File: src/sv/fat_pkg.sv
package fat_pkg;

	localparam int unsigned PosW = 16;

	typedef enum logic [1:0] {
		ST_NONE    = 2'd0,
		ST_NEW     = 2'd1,
		ST_UPDATE  = 2'd2,
		ST_EVICT   = 2'd3
	} status_t;

	localparam logic [15:0] EtherIpv4 = 16'h0800;
	localparam logic [3:0]  IhlPlain  = 4'd5;
	localparam logic [7:0]  ProtoTcp  = 8'd6;
	localparam logic [7:0]  ProtoUdp  = 8'd17;
	localparam logic [15:0] MinEth    = 16'd14;
	localparam logic [15:0] MinIp     = 16'd34;
	localparam logic [15:0] MinTcp    = 16'd54;
	localparam logic [15:0] MinUdp    = 16'd42;

	// Client-oriented flow key.
	typedef struct packed {
		logic [47:0] mac;
		logic [31:0] cip;
		logic [31:0] rip;
		logic [31:0] ports;
		logic [7:0]  proto;
	} flow_key_t;

	// One finished frame handed from the parser to the table.
	typedef struct packed {
		logic        counted;
		logic        dir;
		logic [15:0] len;
		logic [63:0] now;
		flow_key_t   key;
	} frame_info_t;

	typedef struct packed {
		logic [63:0] packets;
		logic [63:0] upload;
		logic [63:0] download;
		logic [63:0] first_seen;
		logic [63:0] last_seen;
	} flow_stats_t;

endpackage

File: src/sv/fat_parser.sv
module fat_parser
	import fat_pkg::*;
(
	input  logic        clk,
	input  logic        arst_n,
	input  logic        beat,
	input  logic [7:0]  data_byte,
	input  logic        end_of_packet,
	input  logic        direction,
	input  logic [63:0] time_ns,
	output logic        frame_done,
	output frame_info_t frame
);

	logic [PosW-1:0] pos_q;
	logic            dir_q;
	logic [47:0]     dmac_q, smac_q;
	logic [15:0]     etype_q;
	logic [7:0]      vihl_q, proto_q;
	logic [31:0]     sip_q, dip_q;
	logic [15:0]     sport_q, dport_q;

	logic [47:0] dmac_n, smac_n;
	logic [15:0] etype_n, sport_n, dport_n, len;
	logic [7:0]  vihl_n, proto_n;
	logic [31:0] sip_n, dip_n;
	logic        dir_n, ok;

	always_comb begin
		dmac_n  = dmac_q;
		smac_n  = smac_q;
		etype_n = etype_q;
		vihl_n  = vihl_q;
		proto_n = proto_q;
		sip_n   = sip_q;
		dip_n   = dip_q;
		sport_n = sport_q;
		dport_n = dport_q;
		dir_n   = (pos_q == '0) ? direction : dir_q;
		if (pos_q < 16'd6)
			dmac_n = {dmac_q[39:0], data_byte};
		else if (pos_q < 16'd12)
			smac_n = {smac_q[39:0], data_byte};
		else if (pos_q < 16'd14)
			etype_n = {etype_q[7:0], data_byte};
		else if (pos_q == 16'd14)
			vihl_n = data_byte;
		else if (pos_q == 16'd23)
			proto_n = data_byte;
		else if (pos_q >= 16'd26 && pos_q < 16'd30)
			sip_n = {sip_q[23:0], data_byte};
		else if (pos_q >= 16'd30 && pos_q < 16'd34)
			dip_n = {dip_q[23:0], data_byte};
		else if (pos_q >= 16'd34 && pos_q < 16'd36)
			sport_n = {sport_q[7:0], data_byte};
		else if (pos_q >= 16'd36 && pos_q < 16'd38)
			dport_n = {dport_q[7:0], data_byte};

		len = (pos_q == 16'hFFFF) ? 16'hFFFF : pos_q + 16'd1;
		ok = (len >= MinEth) && (etype_n == EtherIpv4) && (len >= MinIp)
			&& (vihl_n[3:0] == IhlPlain)
			&& (((proto_n == ProtoTcp) && (len >= MinTcp))
			|| ((proto_n == ProtoUdp) && (len >= MinUdp)));

		frame_done    = beat && end_of_packet;
		frame.counted = ok;
		frame.dir     = dir_n;
		frame.len     = len;
		frame.now     = time_ns;
		if (!dir_n) begin
			frame.key.mac   = smac_n;
			frame.key.cip   = sip_n;
			frame.key.rip   = dip_n;
			frame.key.ports = {sport_n, dport_n};
		end else begin
			frame.key.mac   = dmac_n;
			frame.key.cip   = dip_n;
			frame.key.rip   = sip_n;
			frame.key.ports = {dport_n, sport_n};
		end
		frame.key.proto = proto_n;
	end

	always_ff @(posedge clk or negedge arst_n) begin
		if (!arst_n) begin
			pos_q   <= '0;
			dir_q   <= 1'b0;
			dmac_q  <= '0;
			smac_q  <= '0;
			etype_q <= '0;
			vihl_q  <= '0;
			proto_q <= '0;
			sip_q   <= '0;
			dip_q   <= '0;
			sport_q <= '0;
			dport_q <= '0;
		end else if (beat) begin
			dir_q   <= dir_n;
			dmac_q  <= dmac_n;
			smac_q  <= smac_n;
			etype_q <= etype_n;
			vihl_q  <= vihl_n;
			proto_q <= proto_n;
			sip_q   <= sip_n;
			dip_q   <= dip_n;
			sport_q <= sport_n;
			dport_q <= dport_n;
			if (end_of_packet)
				pos_q <= '0;
			else if (pos_q != 16'hFFFF)
				pos_q <= pos_q + 16'd1;
		end
	end

endmodule

File: config.mk
export PLATFORM = sky130hd
export DESIGN_NAME = fat_parser
export DESIGN_NICKNAME = d
export VERILOG_FILES = /design/src/sv/fat_pkg.sv /design/src/sv/fat_parser.sv
export SDC_FILE = /design/constraint.sdc
export NUM_CORES = 1
export LEC_CHECK = 0
export BUFFER_PORTS_ARGS = -buffer_cell sky130_fd_sc_hd__buf_2
export CAP_MARGIN = 20
export CELL_PAD_IN_SITES_DETAIL_PLACEMENT = 0
export CELL_PAD_IN_SITES_GLOBAL_PLACEMENT = 1
export CORE_MARGIN = 2
export CORE_UTILIZATION = 47
export CTS_BUF_LIST = sky130_fd_sc_hd__clkbuf_4 sky130_fd_sc_hd__clkbuf_8
export DETAILED_ROUTE_END_ITERATION = 12
export PLACE_DENSITY = 0.88
export SYNTH_ARGS = -nofsm -noshare
export SYNTH_HDL_FRONTEND = slang
export SYNTH_SLANG_ARGS = --single-unit
File: constraint.sdc
create_clock -name clk -period 8 [get_ports clk]
set_input_delay 1.6 -clock clk [delete_from_list [all_inputs] [get_ports clk]]
set_output_delay 1.6 -clock clk [all_outputs]
set_load 0.005 [all_outputs]
## Word-level counts from Yosys, hierarchy flattened

Cells that the tools add are included.
W data, S select, Z words.

- Register bits: 237
- Bits of input ports: 77
- Output and inout port bits: 235
- Logic and storage cells: 100

- $add $sub $neg: 1
- $lt $le $gt $ge: 15
- Equality and inequality tests: 8
- Muxes and demuxes: 50
- Reductions and logical operators: 15

Operators by type and width:

| operator | number |
|---|---|
| $mux W32 | 13 |
| $mux W16 | 23 |
| $mux W144 | 1 |
| $mux W48 | 3 |
| $ge A16 B6 Y1 const B | 5 |
| $lt A16 B6 Y1 const B | 3 |
| $mux W8 | 5 |
| $ge A16 B5 Y1 const B | 2 |
| $lt A16 B4 Y1 const B | 2 |
| $add A16 B1 Y16 const B | 1 |
| $eq A16 B12 Y1 const B | 1 |
| $eq A16 B16 Y1 const B | 1 |
| $eq A16 B4 Y1 const B | 1 |
| $eq A16 B5 Y1 const B | 1 |
| $ge A16 B4 Y1 const B | 1 |
| $logic_not A16 Y1 | 1 |
| $lt A16 B3 Y1 const B | 1 |
| $lt A16 B5 Y1 const B | 1 |
| $mux W4 | 4 |
| $ne A16 B16 Y1 const B | 1 |
| $logic_and A1 B1 Y1 | 11 |
| $eq A8 B3 Y1 const B | 1 |
| $eq A8 B5 Y1 const B | 1 |
| $eq A4 B3 Y1 const B | 1 |
| 4 further kinds | 4 |

## Logic depth before layout (Yosys ltp)

Gate-level depths: netlist of run 1.

- Word-level depth: 12
- Mapped depth: 12
- Depth with buffers taken out: 9

## Least setup slack after synthesis of run 1

No wires, ideal clock.

- Path type: input-to-output
- From: input direction
- To: output frame[53] (netlist name)
- Arrival: 2.722 ns
- Data required time: 6.400 ns
- Slack: 3.678 ns
- Stages on the path: 7
- Path buffers: 3
- Path through: inv_1 -> nor3_1 -> nor2_1 -> buf_2 -> buf_2 -> buf_2 -> mux2i_1

RTL lines:

| item | RTL line | text |
|---|---|---|
| from (decl) | fat_parser.sv:9 | `input logic direction,` |
| to (decl) | fat_parser.sv:12 | `output frame_info_t frame` |

==> impl.org, run 1 <==
** Outcome
- Run status :: completed

** CTS
- The number of clock buffers added by TritonCTS is 42.
- The H-tree was split into 2 levels.
- Hold buffer count at CTS :: 0
- Clock tree from TritonCTS :: built
- The root buffer cell chosen for the clock tree is sky130_fd_sc_hd__clkbuf_8.
- After clock tree synthesis, the clock-pin slew on the worst setup and hold paths is 60 ps.
- Number of clock sinks :: 237
- Buffers inserted by post-CTS timing repair :: 0
- Count of cells resized by post-cts repair :: 0
- The later pin in the worst-skew pair is clocked with a latency of 540 ps.
- The clock passes through at most 3 buffers.

** STA
- At the pin with the least slew margin, the transition time is 1040 ps.
- The hold violation total from the final report came to 0.
- Max-slew headroom at the worst pin :: 30.4%
- Clock skew on the completed layout was measured at 15.9 ps.
- Final TNS setup :: 0 ps
- Period minus WS final :: 5820 ps
- Once routing completed, OpenROAD measured the worst setup slack at 2180 ps.
- Unrepaired setup endpoints after global routing :: false
- In the finished design, the share of the clock period the worst path needs comes to 72.8%.
- Timing-limited maximum frequency :: 172 MHz
- Setup violations remaining at the end of the flow were counted as 0.
- The number of pins exceeding their max-slew limit in the final report is 0.

** Critical path
- Biggest cell delay along the critical path :: 810 ps
- Maximum fanout count along the critical path :: 86
- Slowest stage cell on the critical path :: sky130_fd_sc_hd__buf_4
- The signal on the critical path passes through nor3_1 -> nand4_2 -> o21a_1 -> nor2_4 -> buf_4 -> buf_4 -> nor2_1 -> a21oi_1 -> buf_2.
- Buffer and inverter count on the worst path :: 3
- Type of destination of the critical path :: output pin
- For the worst setup path, the data arrival time is 4220 ps.
- Element type at the critical path start :: register
- CP required :: 6400 ps
- FF-to-FF setup slack :: 4450 ps
- CP dominant cell by count :: sky130_fd_sc_hd__buf_4
- By startpoint and endpoint, the worst setup path is classified as reg2out.
- Cell family with the largest share of critical-path delay :: buffers and inverters

** Detailed routing
- Average wire length per cell after detail routing :: 19.9 um
- ANT nets after route :: 0
- Using the TritonRoute via totals, the vias-per-cell ratio works out to 5.78.
- Drt total wl :: 36.0 mm
- After the first detailed-routing iteration, the DRC count stood at 787.
- The first detailed-routing pass ran for 5 iterations.
- Remaining DRCs :: 0
- The routed layout has 10400 vias.

** Yosys
- Portion of synthesized cell area occupied by the leading cell type :: 42.4%
- Per-instance average area after synthesis :: 10.6 um^2
- Sequential cells were found to cover 42.4% of the synthesized design area.
- Yosys printed 0 warnings.
- The biggest area contributor in the post-synthesis netlist is sky130_fd_sc_hd__dfrtp_1.
- Of all flip-flops after synthesis, the portion carrying an async set or reset was 100%.
- Number of enable-type register cells in the synthesized netlist :: 0
- Gate Count Post-Synth :: 1321
- Top flip-flop cell by instance count after synthesis :: sky130_fd_sc_hd__dfrtp_1
- When the netlist entered floorplanning its net count stood at 1400.
- Sorting the synthesized cells by area gives the leading types as sky130_fd_sc_hd__dfrtp_1 (42%), sky130_fd_sc_hd__mux2_2 (17%), sky130_fd_sc_hd__mux2i_1 (12%).
- The synthesized netlist occupies a cell area of 0.0140 mm^2.
- Number of synthesized register bits :: 237
- Number of distinct library cell variants in the gate-level netlist after synthesis :: 57

** Place
- Dpl ws :: 2490 ps
- Summed over all nets, the half-perimeter wirelength after detailed placement is 23.9 mm.
- Count of input and output buffers :: 183
- Final weighted congestion in routability-driven placement :: 0.869

** Die
- DIE HEIGHT :: 176 um
- Core outline area :: 0.0295 mm^2
- I/O pin count :: 312
- The initialized floorplan defines 63 standard-cell rows.
- The die covers 0.0311 mm^2.
- Once the floorplan was initialized, standard cells occupied 47.4% of the core.
- Measured along the x axis, the die boundary spans 176 um.

** Global routing
- Summed over all layers, the global routing overflow is 0.
- In the global route stage, overall resource usage came out at 22.7%.
- Maximum number of pins on one net before global-route repair :: 125
- Antenna violations before repair :: 2
- Vias in the first global route :: 10100
- First-pass GRT wire length :: 56.2 mm

** Finish
- Share of post-route cells with drive strength above 1 :: 36.4%
- For this run, the share of the core covered by cells in the final layout is 52.3%.
- P&R area growth vs syn :: 10.2%
- Most common cell after layout, fill and taps aside :: sky130_fd_sc_hd__dfrtp_1
- After filler insertion, the fill cell instance count of the layout stands at 2668.
- Most frequent cells in the layout :: sky130_fd_sc_hd__dfrtp_1 (237), sky130_fd_sc_hd__mux2_2 (217), sky130_fd_sc_hd__buf_2 (182), sky130_fd_sc_hd__mux2i_1 (174), sky130_fd_sc_hd__nor2_1 (113)
- For this run, the post-layout net count is 1468.

** Worst hold path
- Hold Crit Class :: reg2reg

** Power
- VDD sags by at most 0.156 mV.
- The analysis attributes to cell leakage a power of 7.97 nW.
- In this run the power density over the cells is 242 mW/mm^2.

** Flow run
- Maximum capacitance violations :: 0
through the flow:
stage	power, mW	hold slack (ps)	area, um^2	instances
after global placement	2.56	486	14500	1735
after CTS	3.75	506	15400	1805
after global routing	3.92	510	15400	1807
after detailed placement	2.58	493	14500	1735
after floorplan	2.14	466	14000	1321
final	3.72	505	15400	1807
state kept, by name, summed over array words and instances (netlist names):
name and flops:
proto_q 8, smac_q 48, vihl_q 4, dir_q 1, sip_q 32, pos_q 16
dmac_q 48, sport_q 16, etype_q 16, dip_q 32, dport_q 16
area by class of cell:
type | count | area [um^2] | share of cell area [%]
Inverter | 16 | 60.1 | 0.390
Clock buffer | 65 | 838 | 5.44
Multi-Input combinational cell | 898 | 7050 | 45.7
Antenna cell | 2 | 5.00 | 0.0325
Timing Repair Buffer | 194 | 1010 | 6.55
Tap cell | 390 | 488 | 3.17
Sequential cell | 237 | 5930 | 38.5
Clock inverter | 5 | 28.8 | 0.187
Yosys cell counts (5+ instances only):
master,count
sky130_fd_sc_hd__a21oi_1,86
sky130_fd_sc_hd__a222oi_1,8
sky130_fd_sc_hd__a22oi_1,24
sky130_fd_sc_hd__a31oi_1,6
sky130_fd_sc_hd__and2_1,7
sky130_fd_sc_hd__and3_1,8
sky130_fd_sc_hd__buf_1,11
sky130_fd_sc_hd__buf_2,32
sky130_fd_sc_hd__buf_4,67
sky130_fd_sc_hd__clkbuf_1,55
sky130_fd_sc_hd__dfrtp_1,237
sky130_fd_sc_hd__inv_1,15
sky130_fd_sc_hd__mux2_2,217
sky130_fd_sc_hd__mux2_4,20
sky130_fd_sc_hd__mux2i_1,174
sky130_fd_sc_hd__nand2_1,96
sky130_fd_sc_hd__nand3_1,8
sky130_fd_sc_hd__nand4_1,12
sky130_fd_sc_hd__nor2_1,114
sky130_fd_sc_hd__nor3_1,9
sky130_fd_sc_hd__nor4_1,10
sky130_fd_sc_hd__o21ai_0,25
sky130_fd_sc_hd__o22ai_1,10
sky130_fd_sc_hd__o31ai_1,9
sky130_fd_sc_hd__or3_1,5
sky130_fd_sc_hd__xor2_1,5
per-layer routing:
layer	vias to the layer above	share of wire (%)	global-route usage (%)
met3	73	7.3	4.97
met5	-	0	0
li1	4804	-	-
met4	0	2.6	7.58
met1	5173	45	32.5
met2	389	45	34.3
power breakdown:
group	switching [mW]	total [mW]	internal [mW]	leakage (nW)
clock	0.493	1.16	0.663	0.464
sequential	0.143	1.49	1.34	3.02
combinational	0.576	1.08	0.505	4.49
total	1.21	3.72	2.51	7.97
cells by family after synthesis:
group / Yosys count / synth area share [%]
xor gates and xnor gates: 7 / 0.438
adders and majority gates: 2 / 0.179
buffers and inverters: 186 / 7.30
muxes: 412 / 32.2
and+or+nand+nor: 297 / 9.80
DFF: 237 / 42.4
AOI/OAI and AO/OA: 180 / 7.70
worst reg2reg max path, delay by kind of cell, from the launching register on:
family | cells | cell delay [ps]
AND/OR/NAND/NOR | 4 | 2150
buffers and inverters | 1 | 360
flip-flops | 1 | 510
multiplexers | 1 | 420
final timing paths:
path / from / endpoint / cells past startpoint
max: pos_q[8]$_DFFE_PN0P_ / frame[125] / 9
min: sport_q[13]$_DFFE_PN0P_ / sport_q[13]$_DFFE_PN0P_ / 1
min in group asynchronous: arst_n / smac_q[42]$_DFFE_PN0P_ / 1
max in group asynchronous: arst_n / proto_q[0]$_DFFE_PN0P_ / 2
max reg2reg: pos_q[8]$_DFFE_PN0P_ / dmac_q[41]$_DFFE_PN0P_ / 6
min reg2reg: sport_q[13]$_DFFE_PN0P_ / sport_q[13]$_DFFE_PN0P_ / 1
No activity file was read; power rests on OpenSTA's default activity.
==> run 2: changes to the inputs <==
--- a/config.mk
+++ b/config.mk
@@ -10,10 +10,10 @@
 export CELL_PAD_IN_SITES_DETAIL_PLACEMENT = 0
 export CELL_PAD_IN_SITES_GLOBAL_PLACEMENT = 1
 export CORE_MARGIN = 2
-export CORE_UTILIZATION = 47
+export CORE_UTILIZATION = 44
 export CTS_BUF_LIST = sky130_fd_sc_hd__clkbuf_4 sky130_fd_sc_hd__clkbuf_8
 export DETAILED_ROUTE_END_ITERATION = 12
-export PLACE_DENSITY = 0.88
+export PLACE_DENSITY = 0.83
 export SYNTH_ARGS = -nofsm -noshare
 export SYNTH_HDL_FRONTEND = slang
 export SYNTH_SLANG_ARGS = --single-unit
==> constraint.sdc (replaced) <==
create_clock -name clk -period 5.85 [get_ports clk]
set_input_delay 1.17 -clock clk [delete_from_list [all_inputs] [get_ports clk]]
set_output_delay 1.17 -clock clk [all_outputs]
set_load 0.005 [all_outputs]
==> run 2 against run 1 <==
- register-to-register slack got worse by 2200 ps
- cell area rose by 0.33%
- utilization fell by 3.0 points
- routed wire length rose by 3.3%
==> impl.org, run 2 (synthesis gave the netlist of run 1 again) <==
** Detailed routing
- The count of nets left with antenna violations once routing finished came out at 0.
- After detailed routing, the average wire length per cell comes to 20.4 um.
- DRT iter0 DRCs :: 674
- Drt total wl :: 37.2 mm
- Total number of vias :: 10500
- Remaining DRCs :: 0
- Via density :: 5.76
- Count of TritonRoute iterations in the first routing pass :: 8

** Critical path
- Counting cells, the worst reg-to-reg path comes to 6.
- For the worst setup path, the data arrival time is 4110 ps.
- Reg-to-reg startpoint :: pos_q[6]$_DFFE_PN0P_
- The worst setup path is captured at an output pin.
- CP required :: 4680 ps
- Type of the worst setup path :: reg2out
- Setup slack on the worst reg-to-reg path comes out at 2290 ps.
- The worst setup path is launched from a register.
- Maximum fanout count along the critical path :: 88
- The worst register-to-register path ends at dmac_q[41]$_DFFE_PN0P_.

** Power
- Per report_power, the sequential group accounts for 40.0% of the total.
- In this run the static leakage power is 8.00 nW.
- Net switching power figure :: 1.72 mW
- Across the VDD grid, the largest voltage drop is 0.164 mV.
- Internal power comes to 3.44 mW.
- Post-layout power :: 5.16 mW
- Fraction of power spent switching nets :: 33.3%
- Combinational cells account for 28.6% of the total power.
- Power density over cell area :: 334 mW/mm^2
- In this run, the clock network consumes 31.5% of the power.

** Place
- Once placement finished, the instance area stood at 0.0146 mm^2.
- Half-perimeter wire length after detailed placement :: 25.0 mm
- The congestion estimate from routability-driven global placement came to 0.875.
- Count of input and output buffers :: 183
- Timing analysis after detailed placement gives a worst setup slack of 1190 ps.

** CTS
- Hold buffer count at CTS :: 0
- The H-tree was split into 2 levels.
- The later pin in the worst-skew pair is clocked with a latency of 550 ps.
- Count of cells resized by post-cts repair :: 0
- The number of clock buffers added by TritonCTS is 43.
- Number of buffers on the longest clock path :: 3
- Clk Tree Root Cell :: sky130_fd_sc_hd__clkbuf_8
- TritonCTS built the clock tree.
- After clock tree synthesis, the clock-pin slew on the worst setup and hold paths is 60 ps.
- For this design, the sink count on the clock tree is 237.
- The number of setup buffers added after CTS is 0.

** Die
- I/O pin count :: 312
- The core region is 0.0314 mm^2.
- Die Area :: 0.0332 mm^2
- The floorplan step set the die width to 182 um.
- After floorplanning, the core was divided into 65 placement rows.
- Once the floorplan was initialized, standard cells occupied 44.5% of the core.
- From bottom edge to top edge, the die measures 182 um.

** Finish
- Once layout is done, the placed cells without fillers occupy 0.0155 mm^2.
- Leaving out fill and tap cells, the most frequent cells in the layout are sky130_fd_sc_hd__dfrtp_1 (237), sky130_fd_sc_hd__mux2_2 (217), sky130_fd_sc_hd__buf_2 (182), sky130_fd_sc_hd__mux2i_1 (174), sky130_fd_sc_hd__nor2_1 (113).
- Fill cells :: 2918
- The largest registers in the layout are dmac_q (48), smac_q (48).
- Diode count :: 0
- The final layout contains 1469 nets.
- Cells with a size suffix above 1 make up 36.7% of the layout.
- Leaving out fill and tap cells, the most frequent cell in the layout is sky130_fd_sc_hd__dfrtp_1.
- P&R area growth vs syn :: 10.5%

** Worst hold path
- Worst Hold End :: sip_q[26]$_DFFE_PN0P_
- Number of cells on the worst hold path :: 1
- The startpoint identified for the worst hold timing path is sip_q[26]$_DFFE_PN0P_.
- In this run the worst hold path is classified as reg2reg.

** Outcome
- The run finished with clean final reports.

** STA
- After layout, the worst setup slack is 566 ps.
- Setup repair after global routing left no endpoint under its margin.
- Final TNS setup :: 0 ps
- Setup violations remaining at the end of the flow were counted as 0.
- For the pin with the worst max-slew slack, the measured transition is 1040 ps.
- Static timing analysis puts the maximum clock frequency at 189 MHz.
- The number of pins exceeding their max-slew limit in the final report is 0.
- Max-slew headroom at the worst pin :: 30.7%
- Across the routed clock network, the largest skew measured is 23.5 ps.
- Hold Fails Final Rpt :: 0
- Period minus WS final :: 5280 ps
- After layout, the worst path uses 90.3% of the clock period.

** Global routing
- First-pass GRT wire length :: 58.9 mm
- The initial antenna violation count is 0.
- Entering global routing, the biggest net connects 105 pins.
- In the global route stage, overall resource usage came out at 22.2%.
- The number of global-route vias before repair came to 10200.
- GR Overflow Total :: 0

** Flow run
- Maximum capacitance violations :: 0
-- run 2: layout make-up --
type	instances	area, um^2	area share [%]
sequential	237	5930	38.4
clock buffer	66	833	5.39
tap	402	503	3.25
clock inverter	11	61.3	0.397
multi-input combinational	898	7050	45.6
inverter	16	60.1	0.389
timing repair buffer	194	1020	6.61
-- run 2: worst max-delay path, cell delays in order, from the launching register on --
cell,delay [ps]
sky130_fd_sc_hd__dfrtp_1,510
sky130_fd_sc_hd__nor4_4,350
sky130_fd_sc_hd__nand4_2,240
sky130_fd_sc_hd__o21a_1,310
sky130_fd_sc_hd__nor2_4,130
sky130_fd_sc_hd__buf_4,460
sky130_fd_sc_hd__buf_4,800
sky130_fd_sc_hd__nor2_1,120
sky130_fd_sc_hd__a21oi_1,320
sky130_fd_sc_hd__buf_2,180
-- run 2: worst max-delay path by stage --
stage                               startpoint          to  slack, ps
after floorplan           pos_q[2]$_DFFE_PN0P_  frame[233]       2330
after global placement               direction  frame[126]       1170
after detailed placement             direction  frame[126]       1190
after CTS                 pos_q[6]$_DFFE_PN0P_  frame[126]        630
after global routing      pos_q[8]$_DFFE_PN0P_  frame[118]        280
final                     pos_q[6]$_DFFE_PN0P_  frame[122]        570
-- run 2: stage by stage --
step                util [%]  hold slack [ps]  std cells
floorplan                  -              466       1321
global placement        46.4              485       1747
detailed placement      46.4              492       1747
CTS                     49.2              508       1824
global route            49.2              518       1824
finish                  49.2              507       1824
-- run 2: layer usage --
| metal | part of all wire, % | track usage [%] | wire (um) | vias up |
|---|---|---|---|---|
| li1 | - | - | - | 4811 |
| met1 | 47 | 32.6 | 17500 | 5236 |
| met2 | 44 | 33.5 | 16300 | 400 |
| met3 | 7.1 | 4.17 | 2640 | 67 |
| met4 | 1.9 | 6.61 | 721 | 0 |
| met5 | 0 | 0 | 0 | - |
-- run 2: power by group through the flow --
stage	combinational, mW	clock, mW	sequential, mW
2_1_floorplan	0.947	0	1.98
3_3_place_gp	1.46	0	2.07
3_5_place_dp	1.47	0	2.08
4_1_cts	1.48	1.66	2.05
5_1_grt	1.61	1.74	2.09
6_report	1.47	1.62	2.06
